==> src/rtl/core/assert_macros.svh <==
// Assertion macros shared by the RTL; clocked on clk, disabled in rst.
`ifndef ASSERT_MACROS_SVH
`define ASSERT_MACROS_SVH

// Same-cycle implication
`define PIU_ASSERT_IMP(label, ante, cons, msg) \
  label: assert property (@(posedge clk) disable iff (rst) (ante) |-> (cons)) \
    else $error(msg);

// Next-cycle implication
`define PIU_ASSERT_NXT(label, ante, cons, msg) \
  label: assert property (@(posedge clk) disable iff (rst) (ante) |=> (cons)) \
    else $error(msg);

`endif

==> src/rtl/core/piu_pkg.sv <==
// Types, constants and helpers of the palette index unpacker.
package piu_pkg;

  localparam int PALETTE_DEPTH_DEF = 4096;
  localparam int MAX_ENTRIES_DEF   = 4096;
  localparam int WORD_BITS         = 64;
  localparam int REM_W             = $clog2(WORD_BITS + 1);

  localparam int BITS_W            = 6;
  localparam int COUNT_W           = 13;
  localparam int POS_OUT_W         = 12;
  localparam int ID_W              = 32;
  localparam int CFG_IDX_W         = 4;
  localparam int CFG_DATA_W        = 16;

  localparam logic [BITS_W-1:0]    BITS_RESET  = 6'd4;
  localparam logic [COUNT_W-1:0]   COUNT_RESET = 13'd4096;
  localparam logic [BITS_W-1:0]    BITS_MAX    = 6'd32;

  // queue depths, powers of two
  localparam int IQ_DEPTH = 2;
  localparam int OQ_DEPTH = 4;

  localparam logic [CFG_IDX_W-1:0] REG_BITS  = 4'd0;
  localparam logic [CFG_IDX_W-1:0] REG_COUNT = 4'd1;

  typedef enum logic [1:0] {
    FN_BEGIN = 2'd0,
    FN_LOAD  = 2'd1,
    FN_DATA  = 2'd2,
    FN_PAD   = 2'd3
  } func_t;

  typedef enum logic {
    ST_IDLE,
    ST_RUN
  } bk_state_t;

  typedef struct packed {
    func_t                  kind;
    logic [BITS_W-1:0]      step;
    logic [WORD_BITS-1:0]   word;
    logic [ID_W-1:0]        value;
  } cmd_t;

  typedef struct packed {
    logic [ID_W-1:0]        state_id;
    logic [POS_OUT_W-1:0]   position;
    logic                   last_of_section;
    logic                   section_empty;
  } res_t;

  function automatic logic [BITS_W-1:0] clamp_bits(input logic [BITS_W-1:0] b);
    logic [BITS_W-1:0] r;
    r = b;
    if (b == '0) r = 6'd1;
    else if (b > BITS_MAX) r = BITS_MAX;
    return r;
  endfunction

endpackage

==> src/rtl/core/piu_front.sv <==
// Input queue: accepts items, decodes the function and the field step.
module piu_front (
  input  logic                          clk,
  input  logic                          rst,
  input  logic                          push,
  output logic                          full,
  input  logic [1:0]                    func,
  input  logic [piu_pkg::WORD_BITS-1:0] word,
  input  logic [piu_pkg::ID_W-1:0]      palette_value,
  input  logic [piu_pkg::BITS_W-1:0]    bits_per_entry,
  output logic                          cmd_valid,
  output piu_pkg::cmd_t                 cmd,
  input  logic                          cmd_pop
);
  import piu_pkg::*;

  localparam int PW = $clog2(IQ_DEPTH);
  localparam int LW = $clog2(IQ_DEPTH + 1);

  cmd_t          q [IQ_DEPTH];
  logic [PW-1:0] wr_ptr;
  logic [PW-1:0] rd_ptr;
  logic [LW-1:0] level;
  cmd_t          dec;
  logic          do_push;
  logic          do_pop;

  always_comb begin
    dec.kind  = func_t'(func);
    dec.step  = (dec.kind == FN_PAD) ? 6'd1 : clamp_bits(bits_per_entry);
    // pad runs as an all-zero word at one bit per field
    dec.word  = (dec.kind == FN_DATA) ? word : '0;
    dec.value = palette_value;
  end

  assign full      = (level == LW'(IQ_DEPTH));
  assign cmd_valid = (level != '0);
  assign cmd       = q[rd_ptr];
  assign do_push   = push && !full;
  assign do_pop    = cmd_pop && cmd_valid;

  always_ff @(posedge clk) begin
    if (do_push) q[wr_ptr] <= dec;
  end

  always_ff @(posedge clk) begin
    if (rst) begin
      wr_ptr <= '0;
      rd_ptr <= '0;
      level  <= '0;
    end else begin
      if (do_push) wr_ptr <= wr_ptr + 1'b1;
      if (do_pop)  rd_ptr <= rd_ptr + 1'b1;
      if (do_push && !do_pop) level <= level + 1'b1;
      else if (!do_push && do_pop) level <= level - 1'b1;
    end
  end

endmodule

==> config.mk <==
export PLATFORM = sky130hd
export DESIGN_NAME = piu_front
export DESIGN_NICKNAME = d
export VERILOG_FILES = /design/src/rtl/core/assert_macros.svh /design/src/rtl/core/piu_pkg.sv /design/src/rtl/core/piu_front.sv
export SDC_FILE = /design/constraint.sdc
export NUM_CORES = 1
export LEC_CHECK = 0
export ABC_CLOCK_PERIOD_IN_PS = 7300
export BUFFER_PORTS_ARGS = -buffer_cell sky130_fd_sc_hd__buf_2
export CORE_UTILIZATION = 37
export CTS_CLUSTER_SIZE = 12
export DETAILED_ROUTE_END_ITERATION = 7
export HOLD_SLACK_MARGIN = 0.1
export PLACE_DENSITY = 0.57
export SETUP_SLACK_MARGIN = 0.3
export SLEW_MARGIN = 20
export SYNTH_ARGS = -nofsm -noshare
export SYNTH_HDL_FRONTEND = slang
export SYNTH_SLANG_ARGS = --single-unit
==> constraint.sdc <==
create_clock -name clk -period 7.3 [get_ports clk]
set_input_delay 0.73 -clock clk [delete_from_list [all_inputs] [get_ports clk]]
set_output_delay 0.73 -clock clk [all_outputs]
set_load 0.005 [all_outputs]
After elaboration in Yosys (flattened, before gate mapping)
Memories as Yosys holds them, arrays and structs flattened. A register that Yosys moved wholly into a read port is not among the register bits.
Cells that the tools add are included.
{"block": "word_totals", "reg_bits": 4, "mem_bits_rw": 208, "in_bits": 108, "output_inout_bits": 106, "wordCells": 32, "n_memories": 1}
{"memory": "q", "words": 2, "word_bits": 104, "read_ports": 1, "rd_clocked_by_memory_dff": 1, "write_ports": 1, "line_no": "piu_front.sv:20", "rtl": "cmd_t q [IQ_DEPTH];"}
{"block": "op_classes", "addsub": 4, "order_cmp": 1, "eq_ne": 3, "muxes": 10, "reduce_logical": 10}
{"cell": "$mux 64", "count": 1}
{"cell": "$mux 6", "count": 3}
{"cell": "$eq 2x2->1 const B", "count": 3}
{"cell": "$gt 6x6->1 const B", "count": 1}
{"cell": "$logic_not 6->1", "count": 1}
{"cell": "$logic_and 1x1->1", "count": 4}
{"cell": "$mux 1", "count": 4}
{"cell": "$mux 2", "count": 2}
{"cell": "$reduce_bool 2->1", "count": 2}
{"cell": "$logic_not 1->1", "count": 3}
{"cell": "$add 1x1->1 const B", "count": 2}
{"cell": "$add 2x1->2 const B", "count": 1}
{"cell": "$sub 2x1->2 const B", "count": 1}

Longest topological paths before layout
Gate-level depths: netlist of the first run.
{"block": "logic_depth", "ltp_word": 7, "depth_mapped": 6, "depth_no_buf": 6}

Worst setup path before layout of the first run
No wires, ideal clock.
{"block": "synth_path", "path_type": "input to register", "from": "input port push", "to": "memory q[1][0] (netlist name) (enable)", "setup_ps": 475, "arrival_time_ps": 3325, "required_ps": 6825, "path_slack_ps": 3500, "cell_stages": 3, "path_buffers": 0, "path_cell_list": "inv_1 nor2_1 and2_1"}
{"block": "synth_between", "elab_chain_cells": 3}
{"element": "start: declaration", "line_no": "piu_front.sv:5", "rtl": "input logic push,"}
{"element": "$logic_and 1x1->1", "line_no": "piu_front.sv:39", "rtl": "assign do_push = push && !full;"}
{"element": "named net do_push", "line_no": "piu_front.sv:25", "rtl": "logic do_push;"}
{"element": "$mux 1", "line_no": "piu_front.sv:43", "rtl": "if (do_push) q[wr_ptr] <= dec;"}
{"element": "$mux 1 (implied by the code)", "line_no": "piu_front.sv:43"}
{"element": "end: declaration", "line_no": "piu_front.sv:20"}
The timed path passes the listed nets, and every way through them passes these cells.

==> qor.txt, run 1 <==
Die area -> 23,510 um2
CTS root buffer -> clkbuf_16
Leak -> 4.114 nW
WL per Instance -> 16.98 um
FMAX -> 0.2785 GHz
Top-Level Pins -> 214
Busiest grt layer -> met2
TritonRoute pass-1 iters -> 4
Commonest non-fill, non-tap cell in the layout -> buf_2
H-tree depth -> 1
Final wirelength -> 16.22 mm
HPWL after DPL -> 10.34 mm
Maximum vdd ir drop -> 0.0001695 V
Setup TNS Final -> 0 ps
Reg2reg setup slack -> 4730 ps
XOR/XNOR Fraction of Synth Area -> 0.3101%
Main combinational cell family by area after synthesis -> multiplexers
Worst min path class -> in2reg
Diodes inserted -> 0
CP arrival -> 2860 ps
CP cell instances -> buf_4, mux2_2, buf_2
Die W -> 153.3 um
Antenna viol nets, final -> 0
Startpoint Class -> flop
First-pass GRT wire length -> 25.35 mm
Slew HR -> 27.05%
GRT Total Usage -> 13.62%
Final setup slack of the worst path -> 3710 ps
Core area -> 22,570 um2
Fill cells -> 1,989
Die height -> 153.3 um
Worst setup EP type -> primary output
Worst reg2reg path depth -> 4
Setup Skew -> 13.71 ps
DR iter-0 viols -> 145
Max-slew violation count -> 0
WP data required -> 6570 ps
Slew @ Worst Pin -> 1094 ps
Mapped Nets -> 540
Adder-Cell Fraction of Synth Area -> 0.1477%
Sequential fraction of the synthesis area -> 74.90%
Post-CTS Hold Fix Bufs -> 0
Synth Area in Compound Gates -> 0.4135%
Fin crit period -> 3590 ps
Maximum fanout along the worst path -> 62
Total grt overflow -> 0
Post-synthesis cell type count -> 21
Via count -> 4,413
Slowest stage delay, CP -> 930 ps
Starting Density -> 37.54%
Commonest cells after routing, fill and taps aside -> 213 x buf_2, 208 x edfxtp_1, 69 x and2_1
Power Density -> 336.0 nW/um2
Std cell rows -> 55
FF/Latch Area -> 6350 um2
Placer's final routability congestion estimate -> 0.6880
Max clock buf depth -> 3
Setup CP Type -> reg2out
Met2 GRT Util -> 23.29%
Largest net degree at the start of global routing -> 63
Final net count -> 764
Final Cycle Share -> 49.18%
RSZ-0062 raised after global routing -> false
Pwr Total -> 3.531 mW
CTS resizes -> 0
Hold Path Depth -> 1
Clock sink total -> 213
Slowest stage cell, crit path -> buf_4
Number of global-route vias before repair -> 4,924
CTS Buf Count -> 24
GRT met1 Usage -> 16.72%
Vias per std cell -> 4.621
Final hold violations -> 0
CTS tree -> done
Layout area overhead -> 24.01%
Number of remaining DRC errors -> 0
Layout cell share with drive strength beyond 1 -> 52.99%
Mapped Cells -> 431
Reg clk slew, reported paths -> 60 ps
Outcome -> complete, no violations
Simple logic cell fraction of the synthesized area -> 5.907%
Initial antenna violation count -> 1
Area occupied by multi-input gates -> 1981 um2
Count of input and output buffers -> 213
Max-cap violations -> 0
Grt met3 use -> 4.054%
Mux contribution to synthesized area -> 16.48%
Pre-CTS WS -> 4183 ps
Mapped cell area -> 8473 um2
Synthesized area per cell -> 19.66 um2
Seq cells post-synth -> 213
Post-CTS Setup Bufs -> 0
Yosys warning count -> 0
Worst-Skew Late Latency -> 500 ps
Final setup vio count -> 0
Final hold slack -> 414.1 ps
kinds of logic (layout without fill, tap and decap cells):
family | count (synthesis) | in the layout
buf+inv | 21 | 260
mux | 104 | 104
fa+ha+maj | 1 | 1
simple gates | 82 | 82
xor+xnor | 3 | 3
flops | 213 | 213
compound gates | 7 | 7
path summary, 6_finish.rpt:
path	from	endpoint
worst max-delay path	flop	cmd[5]
worst min-delay path	palette_value[5]	q[1][5]
worst min register to register	wr_ptr	wr_ptr
worst max register to register	level[0]	q[0][23]
registers in the layout (all words and copies together), names as in the netlist, named ones only:
signal / flops
level: 2
q: 208
rd_ptr: 1
wr_ptr: 1
report_power, final:
part           internal (mW)  total (mW)  switching, mW
logic                  0.448       0.810          0.362
registers               1.54        1.62         0.0798
clock network          0.656        1.10          0.441
final cells by class:
class / count / share of cell area [%]
clock buffer: 33 / 6.240
clock inverter: 8 / 0.5597
inverter: 2 / 0.09526
multi-input combinational: 197 / 18.85
sequential: 213 / 60.43
tap: 285 / 3.394
timing repair buffer: 217 / 10.43
critical path, delay by kind of cell, from the launching register on:
family	cells	cell delay, ps
buffers and inverters	2	1060
flip-flops	1	790
multiplexers	1	430
synthesized netlist by cell type:
| cell type | n | share of area [%] |
|---|---|---|
| buf_2 | 5 | 0.30 |
| buf_8 | 1 | 0.18 |
| nand2_1 | 1 | 0.044 |
| mux2_2 | 44 | 5.8 |
| nor2b_2 | 1 | 0.10 |
| or3_1 | 2 | 0.15 |
| mux2_4 | 60 | 11 |
| o21ai_0 | 4 | 0.24 |
| nor4_1 | 1 | 0.074 |
| buf_6 | 7 | 0.93 |
| nor2b_1 | 1 | 0.074 |
| or2_2 | 1 | 0.074 |
| xor2_1 | 3 | 0.31 |
| edfxtp_1 | 208 | 74 |
| clkbuf_2 | 6 | 0.35 |
| ha_1 | 1 | 0.15 |
| inv_1 | 2 | 0.089 |
| dfxtp_1 | 5 | 1.2 |
| a21oi_1 | 3 | 0.18 |
| nor2_1 | 5 | 0.22 |
| and2_1 | 70 | 5.2 |
per-stage QoR:
| stage | cells | area, um2 | utilization [%] |
|---|---|---|---|
| detailed placement | 914 | 9793 | 43.39 |
| floorplan | 431 | 8473 | - |
| global route | 955 | 10510 | 46.55 |
| finish | 955 | 10510 | 46.55 |
| global placement | 914 | 9793 | 43.39 |
| CTS | 955 | 10510 | 46.55 |
layer usage:
layer / up-vias / wire [um] / part of all wire, %
met5: - / 13 / 0.080
met3: 25 / 1173 / 7.2
met1: 2142 / 6978 / 43
met4: 2 / 368 / 2.3
li1: 2074 / - / -
met2: 170 / 7685 / 47
Note: power is estimated with default switching activity, not from simulation.
==> run 2: changes to the inputs <==
ABC_AREA = 1   (was default)
ABC_CLOCK_PERIOD_IN_PS = 3400   (was 7300)
clock period = 3.4 ns   (was 7.3 ns; I/O delays follow)
==> run 2 against run 1 <==
Worst setup slack worse by 2700 ps. Non-clock buffer count increased by 36. Combinational power rose by 110%. Core utilization is 2.4 points higher. Hold slack worse by 270 ps. Via count increased by 10%. Area after synthesis grew 1.5%. Sequential power is 110% higher. Final cell count increased by 13%.
==> qor.txt, run 2 <==
Outcome -> complete, no violations
Logic pwr share -> 22.3% (-0.6 points)
Largest cells by area after synthesis -> edfxtp_1 73%, mux2_4 10%, mux2_2 5.8%
Synth top area share -> 72.65% (-1.1 points)
Sequential Power Share -> 44.9% (-1.1 points)
Leak -> 4.683 nW (+14%)
Final net count -> 889 (+16%)
Setup TNS Final -> 0 ps (unchanged)
Die height -> 154.4 um (+0.72%)
Core area -> 22,710 um2 (+0.61%)
Clock share of power -> 32.8% (+1.7 points)
Std cell rows -> 55 (unchanged)
CTS root buffer -> clkbuf_16
Maximum fanout along the worst path -> 44 (-29%)
Post-synthesis cell type count -> 16 (-24%)
Count of input and output buffers -> 213 (unchanged)
Final hold violations -> 0 (unchanged)
Final wirelength -> 17.05 mm (+5.1%)
Worst min path class -> in2reg
Post-CTS Hold Fix Bufs -> 34 (+34)
Die area -> 23,850 um2 (+1.4%)
Int Power -> 5.715 mW (+120%)
CTS Buf Count -> 25 (+4.2%)
Layout cell share with drive strength beyond 1 -> 45.92% (-7.1 points)
Mapped cell area -> 8597 um2 (+1.5%)
WP data required -> 3060 ps (-3510 ps)
WL per Instance -> 15.74 um (-7.3%)
HPWL after DPL -> 10.75 mm (+4.0%)
Antenna viol nets, final -> 0 (unchanged)
Net Sw Frac -> 25.14% (+0.14 points)
Worst Setup EP -> cmd[88]
Mapped Cells -> 518 (+20%)
Largest net degree at the start of global routing -> 105 (+67%)
TritonRoute pass-1 iters -> 4 (unchanged)
Async S/R FF share, synth -> 0% (unchanged)
Placed insts -> 1,004 (+9.8%)
CP arrival -> 2020 ps (-840 ps)
First-pass GRT wire length -> 26.44 mm (+4.3%)
Commonest cells after routing, fill and taps aside -> 213 x buf_2, 208 x edfxtp_1, 76 x inv_1, 76 x nor2_1, 60 x mux2_4
Hold Path Depth -> 3 (+2)
Placed inst area -> 9980 um2 (+1.9%)
Top cells by count, synth -> 208 x edfxtp_1, 78 x nor2_1, 76 x inv_1
Total grt overflow -> 0 (unchanged)
Yosys warning count -> 0 (unchanged)
Max reg flops -> 208 (unchanged)
CTS resizes -> 0 (unchanged)
RSZ-0062 raised after global routing -> false
Cell taking the most area after synthesis -> edfxtp_1
Max-cap violations -> 0 (unchanged)
Placer's final routability congestion estimate -> 0.7839 (+14%)
Final Cycle Share -> 69.30%
Vias per std cell -> 4.495 (-2.7%)
GRT Total Usage -> 14.18% (+0.56 points)
Worst reg2reg path startpoint -> level[1]
Pwr Total -> 7.634 mW (+120%)
Worst setup EP type -> primary output
Seq cells post-synth -> 213 (unchanged)
Reg2reg setup slack -> 1440 ps (-3290 ps)
Top-count cell post-synth -> edfxtp_1
Synthesized area per cell -> 16.60 um2 (-16%)
Max-slew violation count -> 0 (unchanged)
Number of remaining DRC errors -> 0 (unchanged)
Final non-filler cell total -> 1,083 (+13%)
Via count -> 4,868 (+10%)
Final hold slack -> 145.6 ps (-268.5 ps)
Initial antenna violation count -> 2 (+1)
Final Instance Area -> 11,110 um2 (+5.7%)
H-tree depth -> 1 (unchanged)
Reg2reg end -> level[1]
Power Density -> 687.2 nW/um2 (+100%)
Register with the most flip-flops -> q
Die W -> 154.4 um (+0.72%)
Layout area overhead -> 29.22%
Sequential fraction of the synthesis area -> 73.82% (-1.1 points)
DR iter-0 viols -> 210 (+45%)
Fin crit period -> 2356 ps
FMAX -> 0.4244 GHz
Mapped Nets -> 627 (+16%)
Max clock buf depth -> 3 (unchanged)
Worst hold start -> cmd_pop
Worst reg2reg path depth -> 9 (+5)
Ys flop type -> edfxtp_1
Reg clk slew, reported paths -> 60 ps (about the same)
Worst-Skew Late Latency -> 510 ps (about the same)
Slew HR -> 47.33% (+20 points)
Slew @ Worst Pin -> 781.8 ps (-312.5 ps)
Maximum vdd ir drop -> 0.0003730 V (+120%)
Clock sink total -> 213 (unchanged)
Post-synth EDFFs -> 208 (unchanged)
Setup CP Type -> reg2out
Largest regs -> q: 208 flops, level: 2 flops
Startpoint Class -> flop
Top-Level Pins -> 214 (unchanged)
Number of global-route vias before repair -> 5,192 (+5.4%)
Setup Skew -> 16.72 ps (+3.017 ps)
Commonest non-fill, non-tap cell in the layout -> buf_2
CTS tree -> done
Final setup vio count -> 0 (unchanged)
Post-CTS Setup Bufs -> 0 (unchanged)
Starting Density -> 37.86% (+0.32 points)
Sw power -> 1.919 mW (+120%)
==> run 2: cell types whose count changed after synthesis, moves of 5 or more <==
cell      previous run  this run
clkbuf_2             6         0
buf_2                5        10
nor2_1               5        78
nand2_1              1        19
inv_1                2        76
and2_1              70         0
==> run 2: power by group through the flow <==
| stage | clock, mW | sequential (mW) | combinational, mW |
|---|---|---|---|
| floorplan | 0 | 3.48 | 1.08 |
| global placement | 0 | 3.47 | 1.68 |
| detailed placement | 0 | 3.49 | 1.71 |
| CTS | 2.59 | 3.44 | 1.74 |
| global route | 2.69 | 3.46 | 1.85 |
| finish | 2.50 | 3.43 | 1.70 |
==> run 2: stage by stage <==
stage	utilization, %	setup slack [ps]
6_report	48.92	1044
2_1_floorplan	-	-318.5
3_5_place_dp	43.94	1471
4_1_cts	48.91	999.2
3_3_place_gp	43.94	1541
5_1_grt	48.91	941.2
==> run 2: cells by family (layout without fill, tap and decap cells) <==
| group | Yosys count | count (layout) | share of synthesized area [%] |
|---|---|---|---|
| flops | 213 | 213 | 73.82 |
| buf+inv | 94 | 373 | 4.992 |
| compound gates | 5 | 5 | 0.2910 |
| other cells | 0 | 1 | 0 |
| mux | 104 | 104 | 16.24 |
| simple gates | 101 | 101 | 4.512 |
| fa+ha+maj | 1 | 1 | 0.1455 |
==> run 2: worst min path at each step <==
stage	to	slack [ps]
6_report	rd_ptr	150
2_1_floorplan	q[0][0]	440
3_5_place_dp	rd_ptr	510
5_1_grt	rd_ptr	150
3_3_place_gp	rd_ptr	490
4_1_cts	rd_ptr	110
==> run 2: per-layer routing <==
layer  global-route usage [%]  routed length (um)  vias to the layer above
met5                        0                   8                        -
met4                    4.149                 359                        2
met3                    3.362                1064                       32
met2                    24.91                8446                      172
met1                    17.33                7167                     2316
li1                         -                   -                     2346
==> run 2: critical path: stages, from the launching register on <==
cell and delay (ps):
dfxtp_4 350, buf_4 550, mux2_2 400, buf_2 120
==> run 2: cell type report <==
| class | instances | area [um2] |
|---|---|---|
| multi-input cells | 211 | 1839 |
| diodes | 1 | 2.502 |
| repair buffers | 253 | 1489 |
| inverters | 76 | 285.3 |
| well taps | 285 | 356.6 |
| flip-flops and latches | 213 | 6350 |
| fillers | 1991 | 11600 |
| clock buffers | 31 | 688.2 |
| clock inverters | 13 | 98.84 |
