--- src/rtl/core/assert_macros.svh ---
// Assertion macros shared by the RTL; clocked on clk, disabled in rst.
`ifndef ASSERT_MACROS_SVH
`define ASSERT_MACROS_SVH

// Same-cycle implication
`define PIU_ASSERT_IMP(label, ante, cons, msg) \
  label: assert property (@(posedge clk) disable iff (rst) (ante) |-> (cons)) \
    else $error(msg);

// Next-cycle implication
`define PIU_ASSERT_NXT(label, ante, cons, msg) \
  label: assert property (@(posedge clk) disable iff (rst) (ante) |=> (cons)) \
    else $error(msg);

`endif

--- src/rtl/core/piu_pkg.sv ---
// Types, constants and helpers of the palette index unpacker.
package piu_pkg;

  localparam int PALETTE_DEPTH_DEF = 4096;
  localparam int MAX_ENTRIES_DEF   = 4096;
  localparam int WORD_BITS         = 64;
  localparam int REM_W             = $clog2(WORD_BITS + 1);

  localparam int BITS_W            = 6;
  localparam int COUNT_W           = 13;
  localparam int POS_OUT_W         = 12;
  localparam int ID_W              = 32;
  localparam int CFG_IDX_W         = 4;
  localparam int CFG_DATA_W        = 16;

  localparam logic [BITS_W-1:0]    BITS_RESET  = 6'd4;
  localparam logic [COUNT_W-1:0]   COUNT_RESET = 13'd4096;
  localparam logic [BITS_W-1:0]    BITS_MAX    = 6'd32;

  // queue depths, powers of two
  localparam int IQ_DEPTH = 2;
  localparam int OQ_DEPTH = 4;

  localparam logic [CFG_IDX_W-1:0] REG_BITS  = 4'd0;
  localparam logic [CFG_IDX_W-1:0] REG_COUNT = 4'd1;

  typedef enum logic [1:0] {
    FN_BEGIN = 2'd0,
    FN_LOAD  = 2'd1,
    FN_DATA  = 2'd2,
    FN_PAD   = 2'd3
  } func_t;

  typedef enum logic {
    ST_IDLE,
    ST_RUN
  } bk_state_t;

  typedef struct packed {
    func_t                  kind;
    logic [BITS_W-1:0]      step;
    logic [WORD_BITS-1:0]   word;
    logic [ID_W-1:0]        value;
  } cmd_t;

  typedef struct packed {
    logic [ID_W-1:0]        state_id;
    logic [POS_OUT_W-1:0]   position;
    logic                   last_of_section;
    logic                   section_empty;
  } res_t;

  function automatic logic [BITS_W-1:0] clamp_bits(input logic [BITS_W-1:0] b);
    logic [BITS_W-1:0] r;
    r = b;
    if (b == '0) r = 6'd1;
    else if (b > BITS_MAX) r = BITS_MAX;
    return r;
  endfunction

endpackage

--- src/rtl/core/piu_result_fifo.sv ---
// Result queue between the lookup pipeline and the output ports.
module piu_result_fifo (
  input  logic                                      clk,
  input  logic                                      rst,
  input  logic                                      push,
  input  piu_pkg::res_t                             din,
  input  logic                                      pop,
  output piu_pkg::res_t                             dout,
  output logic                                      empty,
  output logic [$clog2(piu_pkg::OQ_DEPTH + 1)-1:0]  level
);
  import piu_pkg::*;

  localparam int PW = $clog2(OQ_DEPTH);

  res_t          q [OQ_DEPTH];
  logic [PW-1:0] wr_ptr;
  logic [PW-1:0] rd_ptr;
  logic          do_pop;

  assign empty  = (level == '0);
  assign dout   = q[rd_ptr];
  assign do_pop = pop && !empty;

  always_ff @(posedge clk) begin
    if (push) q[wr_ptr] <= din;
  end

  always_ff @(posedge clk) begin
    if (rst) begin
      wr_ptr <= '0;
      rd_ptr <= '0;
      level  <= '0;
    end else begin
      if (push)   wr_ptr <= wr_ptr + 1'b1;
      if (do_pop) rd_ptr <= rd_ptr + 1'b1;
      if (push && !do_pop) level <= level + 1'b1;
      else if (!push && do_pop) level <= level - 1'b1;
    end
  end

endmodule

--- config.mk ---
export PLATFORM = sky130hd
export DESIGN_NAME = piu_result_fifo
export DESIGN_NICKNAME = d
export VERILOG_FILES = /design/src/rtl/core/assert_macros.svh /design/src/rtl/core/piu_pkg.sv /design/src/rtl/core/piu_result_fifo.sv
export SDC_FILE = /design/constraint.sdc
export NUM_CORES = 1
export LEC_CHECK = 0
export ABC_CLOCK_PERIOD_IN_PS = 2100
export BUFFER_PORTS_ARGS = -buffer_cell sky130_fd_sc_hd__buf_2
export CORE_ASPECT_RATIO = 0.9
export CORE_MARGIN = 8
export CORE_UTILIZATION = 51
export CTS_CLUSTER_SIZE = 30
export DETAILED_ROUTE_END_ITERATION = 10
export HOLD_SLACK_MARGIN = 0.03
export PLACE_DENSITY = 0.77
export SYNTH_ARGS = -nofsm -noshare
export SYNTH_HDL_FRONTEND = slang
export SYNTH_SLANG_ARGS = --single-unit
--- constraint.sdc ---
create_clock -name clk -period 2.1 [get_ports clk]
set_input_delay 0.105 -clock clk [delete_from_list [all_inputs] [get_ports clk]]
set_output_delay 0.105 -clock clk [all_outputs]
set_load 0.05 [all_outputs]
==> Word level (Yosys, flattened, before mapping) <==
Memory sizes are Yosys's and may differ from the RTL's. A register that Yosys moved wholly into a read port is not among the register bits.
Index checks and enable logic that the tools add are counted.
{ "classes": {"eq_ne": 0, "muxes": 6, "shift": 0, "addsub": 4, "multipliers": 0, "n_div": 0, "reduce_logical": 8, "n_lt_le_gt_ge": 0, "bitwise_logic": 0} }
{ "op_table": {"columns": ["operator", "n"], "rows": [
  ["two-way mux 3 bit", 2],
  ["adder 2 x 1 -> 2 bit (second input constant)", 2],
  ["two-way mux 2 bit", 2],
  ["adder 3 x 1 -> 3 bit (second input constant)", 1],
  ["logical AND 1 bit", 3],
  ["logical NOT 1 bit", 3],
  ["logical NOT 3 bit", 1],
  ["subtractor 3 x 1 -> 3 bit (second input constant)", 1],
  ["two-way mux 1 bit", 2],
  ["nonzero test 2 bit", 1]
]} }
{ "totals": {"rom_bits": 0, "regBits": 7, "wordCells": 22, "input_bits": 50, "latch_bits": 0, "out_inout_bits": 50, "mem_count": 1, "mem_bits_rw": 184} }
{ "mem_list": {"columns": ["name", "words", "word_bits", "read_ports", "rd_ports_with_merged_regs", "wr", "line", "text"], "rows": [
  ["q", 4, 46, 1, 1, 1, "piu_result_fifo.sv:16", "res_t q [OQ_DEPTH];"]
]} }

==> Logic depth before layout (Yosys ltp) <==
Gate-level depths: netlist of the first run.
{ "depth": {"ltp_word": 6, "mapped_depth": 7, "ltp_nobuf": 7} }

==> Least setup slack after synthesis of the first run <==
OpenSTA, ideal clock, no wires.
{ "synth_timing": {"kind": "reg-to-reg", "start": "reg level[0] in the netlist's numbering", "end": "reg level[2] in the netlist's numbering", "n_path_buf": 0, "t_arrival_ns": 2.155, "required_ns": 2.030, "stages_incl_launch_ff": 8, "synth_period_minus_slack_ns": 2.225, "slack_ns": -0.125, "setup_ns": 0.070, "path_cell_list": "dfxtp_1 > o31ai_1 > ha_1 > inv_1 > fa_1 > xor2_1 > or3_1 > a21oi_1"} }
{ "synth_between": {"elab_chain_len": 6} }
{ "synth_lines": {"columns": ["element", "line", "text"], "rows": [
  ["from (decl)", "piu_result_fifo.sv:10", "output logic [$clog2(piu_pkg::OQ_DEPTH + 1)-1:0] level"],
  ["from (signal assigned)", "piu_result_fifo.sv:37", "if (push && !do_pop) level <= level + 1'b1;"],
  ["from (signal assigned)", "piu_result_fifo.sv:38", "else if (!push && do_pop) level <= level - 1'b1;"],
  ["parallel branches: the longest is 6 deep, another holds subtractor 3 x 1 -> 3 bit", null, null]
]} }
Parallel ways; which one is timed is not known. The select of a mux whose other input is x is not followed.
A chain may end at the register's enable or synchronous reset.

==> out/metrics.yaml, run 1 <==
hold_path:
  holdPathStages: 4
  hold_class: "input pin to flop"
  min-delay-start: "pop"
critical_path:
  reg2reg_setup_slack_ns: 0.14
  timing.critical_path.arrival_ns: 1.87
  worst_reg_to_reg_cells: 7
  critPathTopFamily: "multiplexers"
  critical-path-max-stage-delay_ns: 0.59
  cp_max_fo: 13
  reg2reg_to: "level[2]"
  worstPathBufferInverterCount: 2
  worst_r2r_startpoint: "level[2]"
  timing.critical_path.from_type: "flop"
  critical_path_cell_sequence: "buf_12 -> mux4_1 -> buf_2"
  timing_worst_setup_path_type: "flop to output pin"
  crit_required_ns: 2.00
  cp-end-kind: "output pin"
  critical_path.slowest_cell: "mux4_1"
grt:
  grt_antenna_before_repair: 0
  via_count_of_the_first_global_routing_pass: 3773
  grt_overflow: 0
  grt_pass1_wl_um: 20200
  grt_util_all_layers_pct: 15.1
  grt_start_max_net_pins: 47
run_status:
  status: "finished clean"
synth:
  synth.most_common_cell: "edfxtp_1"
  synth.yosys.seq_area_share_pct: 80.0
  ys_ff_latch: 193
  synth_top_cell_area_share_pct: 77.5
  postSynthNetCount: 339
  syn_inst: 283
  yosysWarnings: 0
  ys_async_sr_fraction_pct: 0
  synth_enable_flop_cells: 184
  synth_top_flop_cell: "edfxtp_1"
  ys_types: 23
  yosysTopAreaCell: "edfxtp_1"
  syn_area_sq_um: 7130
  synth.top_cells.by_count: "edfxtp_1 (184), mux4_2 (40), dfxtp_1 (9)"
  synthTopCellsByArea: "edfxtp_1 (77%), mux4_2 (13%), dfxtp_1 (2.5%), mux4_1 (2.2%), buf_12 (1.1%)"
  syn-mean-instance-area_sq_um: 25.2
pwr:
  share_comb_of_total_power_pct: 31.0
  internal_power_mw: 7.36
  worst_vdd_ir_uv: 768
  pwr-share-seq_pct: 41.7
  clockPowerShare_pct: 27.3
  total_leakage_power_nw: 3.10
  sw_frac_of_total_pct: 33.0
  total_power_divided_by_cell_area_nw_per_um2: 1230
  p_switching_mw: 3.63
route:
  wl_per_cell_um: 19.8
  detail_route.drc_violations: 0
  routed-via-count: 3383
  viasPerCell: 5.32
  wl_um: 12600
  antenna_left: 0
  firstDrtPassIters: 4
  first_iter_violations: 152
cells_and_area:
  final_layout_size_suffix_gt1_share_pct: 41.2
  finish.net_count: 508
  register_area_sq_um: 5710
  multiInputGateArea_sq_um: 1320
  final.fill_count: 937
  antenna-diode-count: 0
  non_filler_instances: 636
  flow.area_growth_from_synthesis_pct: 25.5
run:
  max-cap-violations: 0
floorplan:
  rows: 41
  dieArea_sq_um: 18000
  die_h_um: 128
  dieWidth_um: 141
  top_level_ports: 100
  floorplan.initialDensity_pct: 51.5
  design.core.area_sq_um: 13900
placement:
  portBuffers: 99
  gpl.final_weighted_congestion: 0.714
  place.detailed.hpwl_um: 7700
  dpl.cell_count: 555
clocking:
  worstSkewPairLatency_ns: 0.42
  cts.htree.levels: 4
  clock_sinks: 193
  cts.path.max_buffers: 2
  clkSlewWorstSetupHoldPaths_ns: 0.06
  tritoncts: "yes"
  tritoncts.num_buffers: 17
  root_cell_of_the_clock_tree: "clkbuf_16"
timing:
  fin_worst_skew_ns: 0.00489
  measured_slew_at_the_worst_slew_check_pin_ns: 0.502
  finalSetupViolations: 0
  fmax_mhz: 505
  max-slew-margin-rel_pct: 66.5
  final.min_clock_period_ns: 1.98
  totalNegativeSetupSlack_ns: 0
  setup_repair_after_global_routing_missed_its_margin: "no"
  final-max-slew-violation-count: 0
  post-route-period-util_pct: 94.2
  report.final.hold_viol_count: 0
-- power groups by stage --
stage / combinational [mW] / sequential, mW / clock (mW)
finish: 3.41 / 4.58 / 3.00
detailed placement: 3.31 / 4.71 / 0
CTS: 3.46 / 4.58 / 3.07
global route: 3.60 / 4.61 / 3.21
global placement: 3.28 / 4.69 / 0
floorplan: 2.68 / 4.67 / 0
-- tightest hold or removal path, delay by kind of cell --
| family | cells | cell delay, ns |
|---|---|---|
| AOI/OAI and AO/OA | 1 | 0.06 |
| buffers and inverters | 1 | 0.12 |
| xor gates and xnor gates | 1 | 0.07 |
| and+or+nand+nor | 1 | 0.07 |
-- per-layer routing --
| metal | track usage [%] | part of all wire, % | routed length, um |
|---|---|---|---|
| met3 | 5.10 | 5.2 | 661 |
| met4 | 4.55 | 0.68 | 86 |
| met5 | 0 | 0 | 0 |
| met1 | 18.0 | 44 | 5540 |
| met2 | 25.4 | 50 | 6310 |
-- kinds of logic (layout without fill, tap and decap cells) --
group                      after synthesis  in the layout  synth area share [%]
and+or+nand+nor                         13             13                 0.877
DFF                                    193            193                  80.0
muxes                                   48             48                  15.1
buffers and inverters                   14            195                  1.84
xor gates and xnor gates                 5              5                 0.614
adders and majority gates                6              6                  1.16
AOI/OAI and AO/OA                        4              4                 0.368
-- state kept, by name (all words and copies together) (netlist names), named ones only --
| register | count |
|---|---|
| level | 3 |
| q | 184 |
| wr_ptr | 2 |
| rd_ptr | 2 |
-- how the worst max path moves through the flow --
stage	from	endpoint	slack, ns	cells after the start
after global placement	level[2]	level[2]	0.16	7
after global routing	level[2]	level[2]	0.005	7
after floorplan	wr_ptr[0]	q[2][0]	0.05	3
final	flop	dout[40]	0.12	3
after detailed placement	level[0]	level[2]	0.08	7
after CTS	flop	dout[40]	0.06	3
-- placed cells by master (no fill, tap or decap), types with 5 or more instances in the layout --
cell	netlist	layout
mux4_2	40	40
mux4_1	6	6
clkinv_2	0	5
buf_12	4	5
edfxtp_1	184	184
clkbuf_16	0	17
dlygate4sd3_1	0	48
buf_4	0	9
buf_2	4	99
nor2_1	7	7
-- metrics by stage --
step | utilization (%) | power (mW) | hold slack, ns | setup WS (ns) | cell area [sq um]
finish | 64.6 | 11.0 | 0.0462 | 0.122 | 8950
global route | 64.6 | 11.4 | 0.0615 | 0.00546 | 8950
CTS | 64.5 | 11.1 | 0.0389 | 0.0613 | 8940
detailed placement | 57.0 | 8.02 | 0.319 | 0.0763 | 7890
global placement | 57.0 | 7.97 | 0.314 | 0.159 | 7890
floorplan | - | 7.35 | 0.204 | 0.0470 | 7140
-- what timing repair did --
| action | in CTS | in global routing |
|---|---|---|
| resized for setup | 0 | 2 |
| buffers inserted | 2 | 0 |
| setup endpoints to repair | 15 | 1 |
| hold endpoints to repair | 193 | 0 |
| pin swaps | 0 | 0 |
| hold buffers | 48 | 0 |
-- final cells by class --
cell class / count / area share (%)
Sequential cell: 193 / 63.9
Multi-Input combinational cell: 76 / 14.7
Timing Repair Buffer: 161 / 12.8
Clock buffer: 18 / 4.80
Tap cell: 172 / 2.40
Clock inverter: 13 / 1.34
Inverter: 3 / 0.126
Note: power is estimated with default switching activity, not from simulation.
==> run 2, diff against run 1 <==
CORE_UTILIZATION = 53   (was 51)
CTS_BUF_LIST = sky130_fd_sc_hd__clkbuf_4 sky130_fd_sc_hd__clkbuf_8   (was not set)
PLACE_DENSITY = 0.78   (was 0.77)
==> run 2 against run 1 <==
Against the previous run:
- setup slack lost 0.043 ns
- count of clock-buffer cells in the layout is the same
- sequential power is essentially flat
- design area is essentially flat
- sequential share of layout area is essentially flat
- largest power group unchanged
==> out/metrics.yaml, run 2 (synthesized netlist as in run 1, its figures left out) <==
pwr:
  post-layout-total-power_mw: 10.9  # -1.0%
  total_leakage_power_nw: 3.10  # about the same
  total_power_divided_by_cell_area_nw_per_um2: 1220  # -1.1%
  worst_vdd_ir_uv: 881  # +15%
cells_and_area:
  most-common-layout-cells: "edfxtp_1 (184), buf_2 (94), dlygate4sd3_1 (49)"
  largest-register: "q"
  finish.net_count: 511  # +0.59%
  most_common_library_cell_in_the_layout_ignoring_fill_and_taps: "edfxtp_1"
  reg_top3: "q x184, level x3"
  number_of_flip_flops_in_the_largest_register: 184  # unchanged
  final_core_utilization_pct: 67.5  # +2.9 points
  flow.area_growth_from_synthesis_pct: 25.5  # about the same
  antenna-diode-count: 0  # unchanged
  non_filler_instances: 636  # unchanged
  final_layout_size_suffix_gt1_share_pct: 42.3  # +1.1 points
clocking:
  tritoncts.num_buffers: 17  # unchanged
  worstSkewPairLatency_ns: 0.46  # +0.04 ns
  clock_sinks: 193  # unchanged
  clkSlewWorstSetupHoldPaths_ns: 0.10  # +0.04 ns
  cts.htree.levels: 4  # unchanged
  root_cell_of_the_clock_tree: "clkbuf_8"
  cts.path.max_buffers: 2  # unchanged
  tritoncts: "yes"
placement:
  placement.setup.worst_slack_ns: 0.0178  # -0.0584 ns
  gpl.final_weighted_congestion: 0.676  # -5.3%
  dpl.cell_count: 551  # -0.72%
  portBuffers: 99  # unchanged
  place.detailed.hpwl_um: 7980  # +3.6%
timing:
  finalSetupViolations: 0  # unchanged
  final-max-slew-violation-count: 0  # unchanged
  fmax_mhz: 495  # -2.1%
  final.hold.worst_slack_ns: 0.394  # +0.347 ns
  setup_repair_after_global_routing_missed_its_margin: "yes"
  setup_ws_ns: 0.0786  # -0.0431 ns
  max-slew-margin-rel_pct: 66.5  # about the same
  report.final.hold_viol_count: 0  # unchanged
  measured_slew_at_the_worst_slew_check_pin_ns: 0.496  # -0.00551 ns
  final.min_clock_period_ns: 2.02  # +0.0431 ns
  fin_worst_skew_ns: 0.00938  # +0.00449 ns
  post-route-period-util_pct: 96.3  # +2.1 points
route:
  antenna_left: 0  # unchanged
  routed-via-count: 3436  # +1.6%
  wl_um: 13000  # +3.2%
  viasPerCell: 5.40  # +1.6%
  detail_route.drc_violations: 0  # unchanged
  wl_per_cell_um: 20.4  # +3.2%
  firstDrtPassIters: 6  # +2
  first_iter_violations: 247  # +63%
floorplan:
  design.core.area_sq_um: 13300  # -4.2%
  dieWidth_um: 138  # -1.7%
  top_level_ports: 100  # unchanged
  rows: 40  # -2.4%
  floorplan.initialDensity_pct: 53.8  # +2.3 points
  die_h_um: 126  # -1.7%
  dieArea_sq_um: 17400  # -3.3%
critical_path:
  worst_reg_to_reg_cells: 7  # unchanged
  critical_path_cell_sequence: "bufbuf_16 -> mux4_2 -> buf_2"
  cp.depth: 3  # unchanged
  timing_worst_setup_path_type: "flop to output pin"
  cp-end-kind: "output pin"
  cp_max_fo: 12  # -1
  timing.critical_path.arrival_ns: 1.92  # +0.05 ns
  critPathTopFamily: "buffers and inverters"
  worstPathBufferInverterCount: 2  # unchanged
  critical-path-max-stage-delay_ns: 0.50  # -0.09 ns
  crit_required_ns: 2.00  # about the same
  timing.critical_path.from_type: "flop"
  critical_path.slowest_cell: "mux4_2"
grt:
  grt_overflow: 0  # unchanged
  gr-usage-met2_pct: 25.0  # -0.40 points
  via_count_of_the_first_global_routing_pass: 3698  # -2.0%
  grt_met1_usage_pct: 19.4  # +1.3 points
  global_route.peak_usage_layer: "met2"
  grt_start_max_net_pins: 32  # -32%
  globalRouteMet3Util_pct: 5.07  # -0.029 points
  grt_pass1_wl_um: 20700  # +2.3%
  grt_util_all_layers_pct: 15.6  # +0.51 points
  grt_antenna_before_repair: 0  # unchanged
hold_path:
  holdPathStages: 2  # -2
  hold_class: "input pin to flop"
run_status:
  status: "finished clean"
run:
  max-cap-violations: 0  # unchanged
## run 2: cell types whose count changed in the layout (fill, tap and decap cells not counted), moves of 2 or more
cell,before,now
buf_4,9,14
buf_2,99,94
clkinv_1,3,1
clkinv_2,5,2
clkbuf_16,17,0
clkbuf_8,0,17
bufinv_16,2,6
## run 2: through the flow
| stage | setup TNS [ns] | cell area (sq um) |
|---|---|---|
| after global routing | -0.0571 | 8950 |
| after floorplan | 0 | 7140 |
| after CTS | 0 | 8920 |
| after global placement | 0 | 7900 |
| final | 0 | 8950 |
| after detailed placement | 0 | 7900 |
## run 2: path summary, 6_finish.rpt
| check | endpoint | slack (ns) | start |
|---|---|---|---|
| worst max register to register | level[2] | 0.15 | level[1] |
| worst min register to register | level[2] | 0.55 | level[2] |
| worst min-delay path | q[1][11] | 0.39 | din[11] |
| worst max-delay path | dout[22] | 0.08 | flop |
## run 2: worst register-to-register path, stage by stage, from the launching register on
cell and delay (ns):
dfxtp_4 0.38, o31ai_4 0.27, ha_2 0.22, inv_1 0.05
fa_2 0.34, xor2_1 0.17, or3_1 0.30, a21oi_1 0.15
## run 2: layer usage
metal | part of all wire, % | vias up
li1 | - | 1538
met1 | 43 | 1779
met2 | 50 | 104
met3 | 5.4 | 15
met4 | 1.5 | 0
met5 | 0 | -
## run 2: report_power, final
group	switching [mW]	total, mW	internal, mW	leakage [nW]
sequential	0.119	4.57	4.45	1.77
clock	1.24	2.79	1.55	0.234
combinational	2.26	3.52	1.26	1.10
## run 2: repair_timing
action                                  4_1_cts  5_1_grt
gates resized for setup                       7        2
endpoints found under the hold margin       193        0
endpoints found under the setup margin        4       19
buffers inserted                              0        3
cloned                                        1        0
hold buffers                                 49        0
pin swaps                                     0        2
## run 2: cell type report
class | instances | area, sq um
Fill cell | 828 | 4310
Sequential cell | 193 | 5720
Clock inverter | 14 | 235
Inverter | 3 | 11.3
Multi-Input combinational cell | 76 | 1320
Timing Repair Buffer | 164 | 1220
Clock buffer | 18 | 241
Tap cell | 168 | 210
==> run 3, diff against run 2 <==
CAP_MARGIN = 20   (was not set)
SETUP_SLACK_MARGIN = 0.4   (was not set)
==> run 3 against run 2 <==
Against the previous run:
- count of clock-buffer cells in the layout grew 5
- clock skew shrank 0.0022 ns
- design area grew 2.3%
- worst hold slack lost 0.28 ns
- critical path depth is the same
- global-route usage grew 0.26 points
- clock power shrank 19%
- core utilization grew 1.6 points
- power grew 1.1%
- die area is the same
==> out/metrics.yaml, run 3 (synthesized netlist as in run 1, its figures left out) <==
run_status:
  status: "finished clean"
timing:
  final.min_clock_period_ns: 1.95  # -0.0683 ns
  fin_worst_skew_ns: 0.00716  # -0.00222 ns
  max-slew-margin-rel_pct: 68.4  # +1.9 points
  final-max-slew-violation-count: 0  # unchanged
  fmax_mhz: 512  # +3.5%
  measured_slew_at_the_worst_slew_check_pin_ns: 0.469  # -0.0277 ns
  setup_repair_after_global_routing_missed_its_margin: "yes"
  finalSetupViolations: 0  # unchanged
  post-route-period-util_pct: 93.0  # -3.3 points
  totalNegativeSetupSlack_ns: 0  # unchanged
  report.final.hold_viol_count: 0  # unchanged
  final.hold.worst_slack_ns: 0.111  # -0.282 ns
hold_path:
  holdPathStages: 5  # +3
  hold_class: "input pin to flop"
  hold_end: "rd_ptr[0]"
  min-delay-start: "pop"
cells_and_area:
  flow.area_growth_from_synthesis_pct: 28.4
  final.fill_count: 817  # -1.3%
  finish.net_count: 519  # +1.6%
  reg_top3: "q x184, level x3"
  final_layout_size_suffix_gt1_share_pct: 44.3  # +2.0 points
  final_core_utilization_pct: 69.1  # +1.6 points
  largest-register: "q"
  register_area_sq_um: 5720  # about the same
  most_common_library_cell_in_the_layout_ignoring_fill_and_taps: "edfxtp_1"
  most-common-layout-cells: "edfxtp_1 (184), buf_2 (53), dlygate4sd3_1 (48)"
  multiInputGateArea_sq_um: 1310  # -0.85%
  number_of_flip_flops_in_the_largest_register: 184  # unchanged
  finalInstanceArea_sq_um: 9160  # +2.3%
critical_path:
  timing_worst_setup_path_type: "flop to output pin"
  crit_required_ns: 2.00  # about the same
  timing.critical_path.from_type: "flop"
  cp-end-kind: "output pin"
  critical_path.slowest_cell: "mux4_1"
  worst_r2r_startpoint: "level[0]"
  critical_path_cell_sequence: "buf_12 -> mux4_1 -> buf_4"
  critical-path-max-stage-delay_ns: 0.58  # +0.08 ns
  critPathTopFamily: "multiplexers"
  worst_reg_to_reg_cells: 7  # unchanged
  timing.critical_path.arrival_ns: 1.85  # -0.07 ns
  reg2reg_to: "level[2]"
  worstPathBufferInverterCount: 2  # unchanged
  reg2reg_setup_slack_ns: 0.15  # about the same
  cp_max_fo: 14  # +2
floorplan:
  die_h_um: 126  # unchanged
  dieWidth_um: 138  # unchanged
  top_level_ports: 100  # unchanged
  design.core.area_sq_um: 13300  # unchanged
  rows: 40  # unchanged
  dieArea_sq_um: 17400  # unchanged
  floorplan.initialDensity_pct: 53.8  # unchanged
route:
  viasPerCell: 5.31  # -1.7%
  routed-via-count: 3415  # -0.61%
  wl_um: 13200  # +1.6%
  firstDrtPassIters: 4  # -2
  antenna_left: 0  # unchanged
  detail_route.drc_violations: 0  # unchanged
  first_iter_violations: 227  # -8.1%
  wl_per_cell_um: 20.6  # +0.52%
pwr:
  worst_vdd_ir_uv: 820  # -7.0%
  total_power_divided_by_cell_area_nw_per_um2: 1200  # -1.2%
  post-layout-total-power_mw: 11.0  # +1.1%
  total_leakage_power_nw: 3.17  # +2.4%
clocking:
  cts.path.max_buffers: 2  # unchanged
  tritoncts: "yes"
  clkSlewWorstSetupHoldPaths_ns: 0.08  # -0.02 ns
  worstSkewPairLatency_ns: 0.44  # -0.02 ns
  clock_sinks: 193  # unchanged
  tritoncts.num_buffers: 17  # unchanged
  root_cell_of_the_clock_tree: "clkbuf_8"
  cts.htree.levels: 4  # unchanged
grt:
  grt_antenna_before_repair: 1  # +1
  via_count_of_the_first_global_routing_pass: 3849  # +4.1%
  grt_util_all_layers_pct: 15.8  # +0.26 points
  grt_overflow: 0  # unchanged
  grt_pass1_wl_um: 20900  # +0.87%
  grt_start_max_net_pins: 47  # +47%
run:
  max-cap-violations: 0  # unchanged
placement:
  place.detailed.hpwl_um: 7700  # -3.5%
  gpl.final_weighted_congestion: 0.668  # -1.2%
  placed_area_sq_um: 7910  # about the same
  portBuffers: 99  # unchanged
==> run 3: area by class of cell <==
cell class                      count  share of cell area [%]
Timing Repair Buffer              172                    16.8
Clock buffer                       23                    3.05
Tap cell                          168                    2.30
Antenna cell                        1                  0.0273
Clock inverter                      7                   0.956
Multi-Input combinational cell     76                    14.3
Sequential cell                   193                    62.5
Inverter                            3                   0.123
==> run 3: worst max path at each step <==
| stage | from | to | slack [ns] | cells after the start |
|---|---|---|---|---|
| after floorplan | level[2] | level[2] | 0.12 | 7 |
| after global placement | level[2] | level[2] | 0.20 | 7 |
| after detailed placement | level[2] | level[2] | 0.04 | 7 |
| after CTS | flop | dout[35] | 0.09 | 3 |
| after global routing | flop | dout[34] | 0.05 | 3 |
| final | flop | dout[34] | 0.15 | 3 |
==> run 3: metal layers <==
metal	vias to the layer above	wire length, um	track usage (%)
li1	1561	-	-
met1	1741	5790	19.8
met2	105	6610	25.8
met3	8	700	4.96
met4	0	111	5.36
met5	-	0	0
==> run 3: through the flow <==
step           instances  setup WS, ns
5_1_grt              643        0.0546
4_1_cts              639        0.0865
3_3_place_gp         549         0.202
3_5_place_dp         549        0.0416
6_report             643         0.147
2_1_floorplan        283         0.115
==> run 3: power by group <==
group          internal (mW)  total, mW  switching (mW)
Combinational           1.78       4.18            2.40
Clock                   1.12       2.25            1.14
Sequential              4.46       4.56           0.106
Total                   7.35       11.0            3.64
==> run 3: what timing repair did <==
action                                  CTS  global route
setup buffers                            10             3
gates cloned                              2             0
hold endpoints to repair                193             0
endpoints found under the setup margin   47            47
hold buffers                             48             0
gates resized for setup                  83             4
pin swaps                                 4             3
==> run 3: worst register-to-register path: cells and delay by family, from the launching register on <==
kind | cells | cell delay (ns)
adder cells (fa/ha/maj) | 2 | 0.56
AO/OA/AOI/OAI | 2 | 0.40
flip-flops | 1 | 0.37
AND/OR/NAND/NOR | 1 | 0.33
XOR/XNOR | 1 | 0.17
buffers and inverters | 1 | 0.05
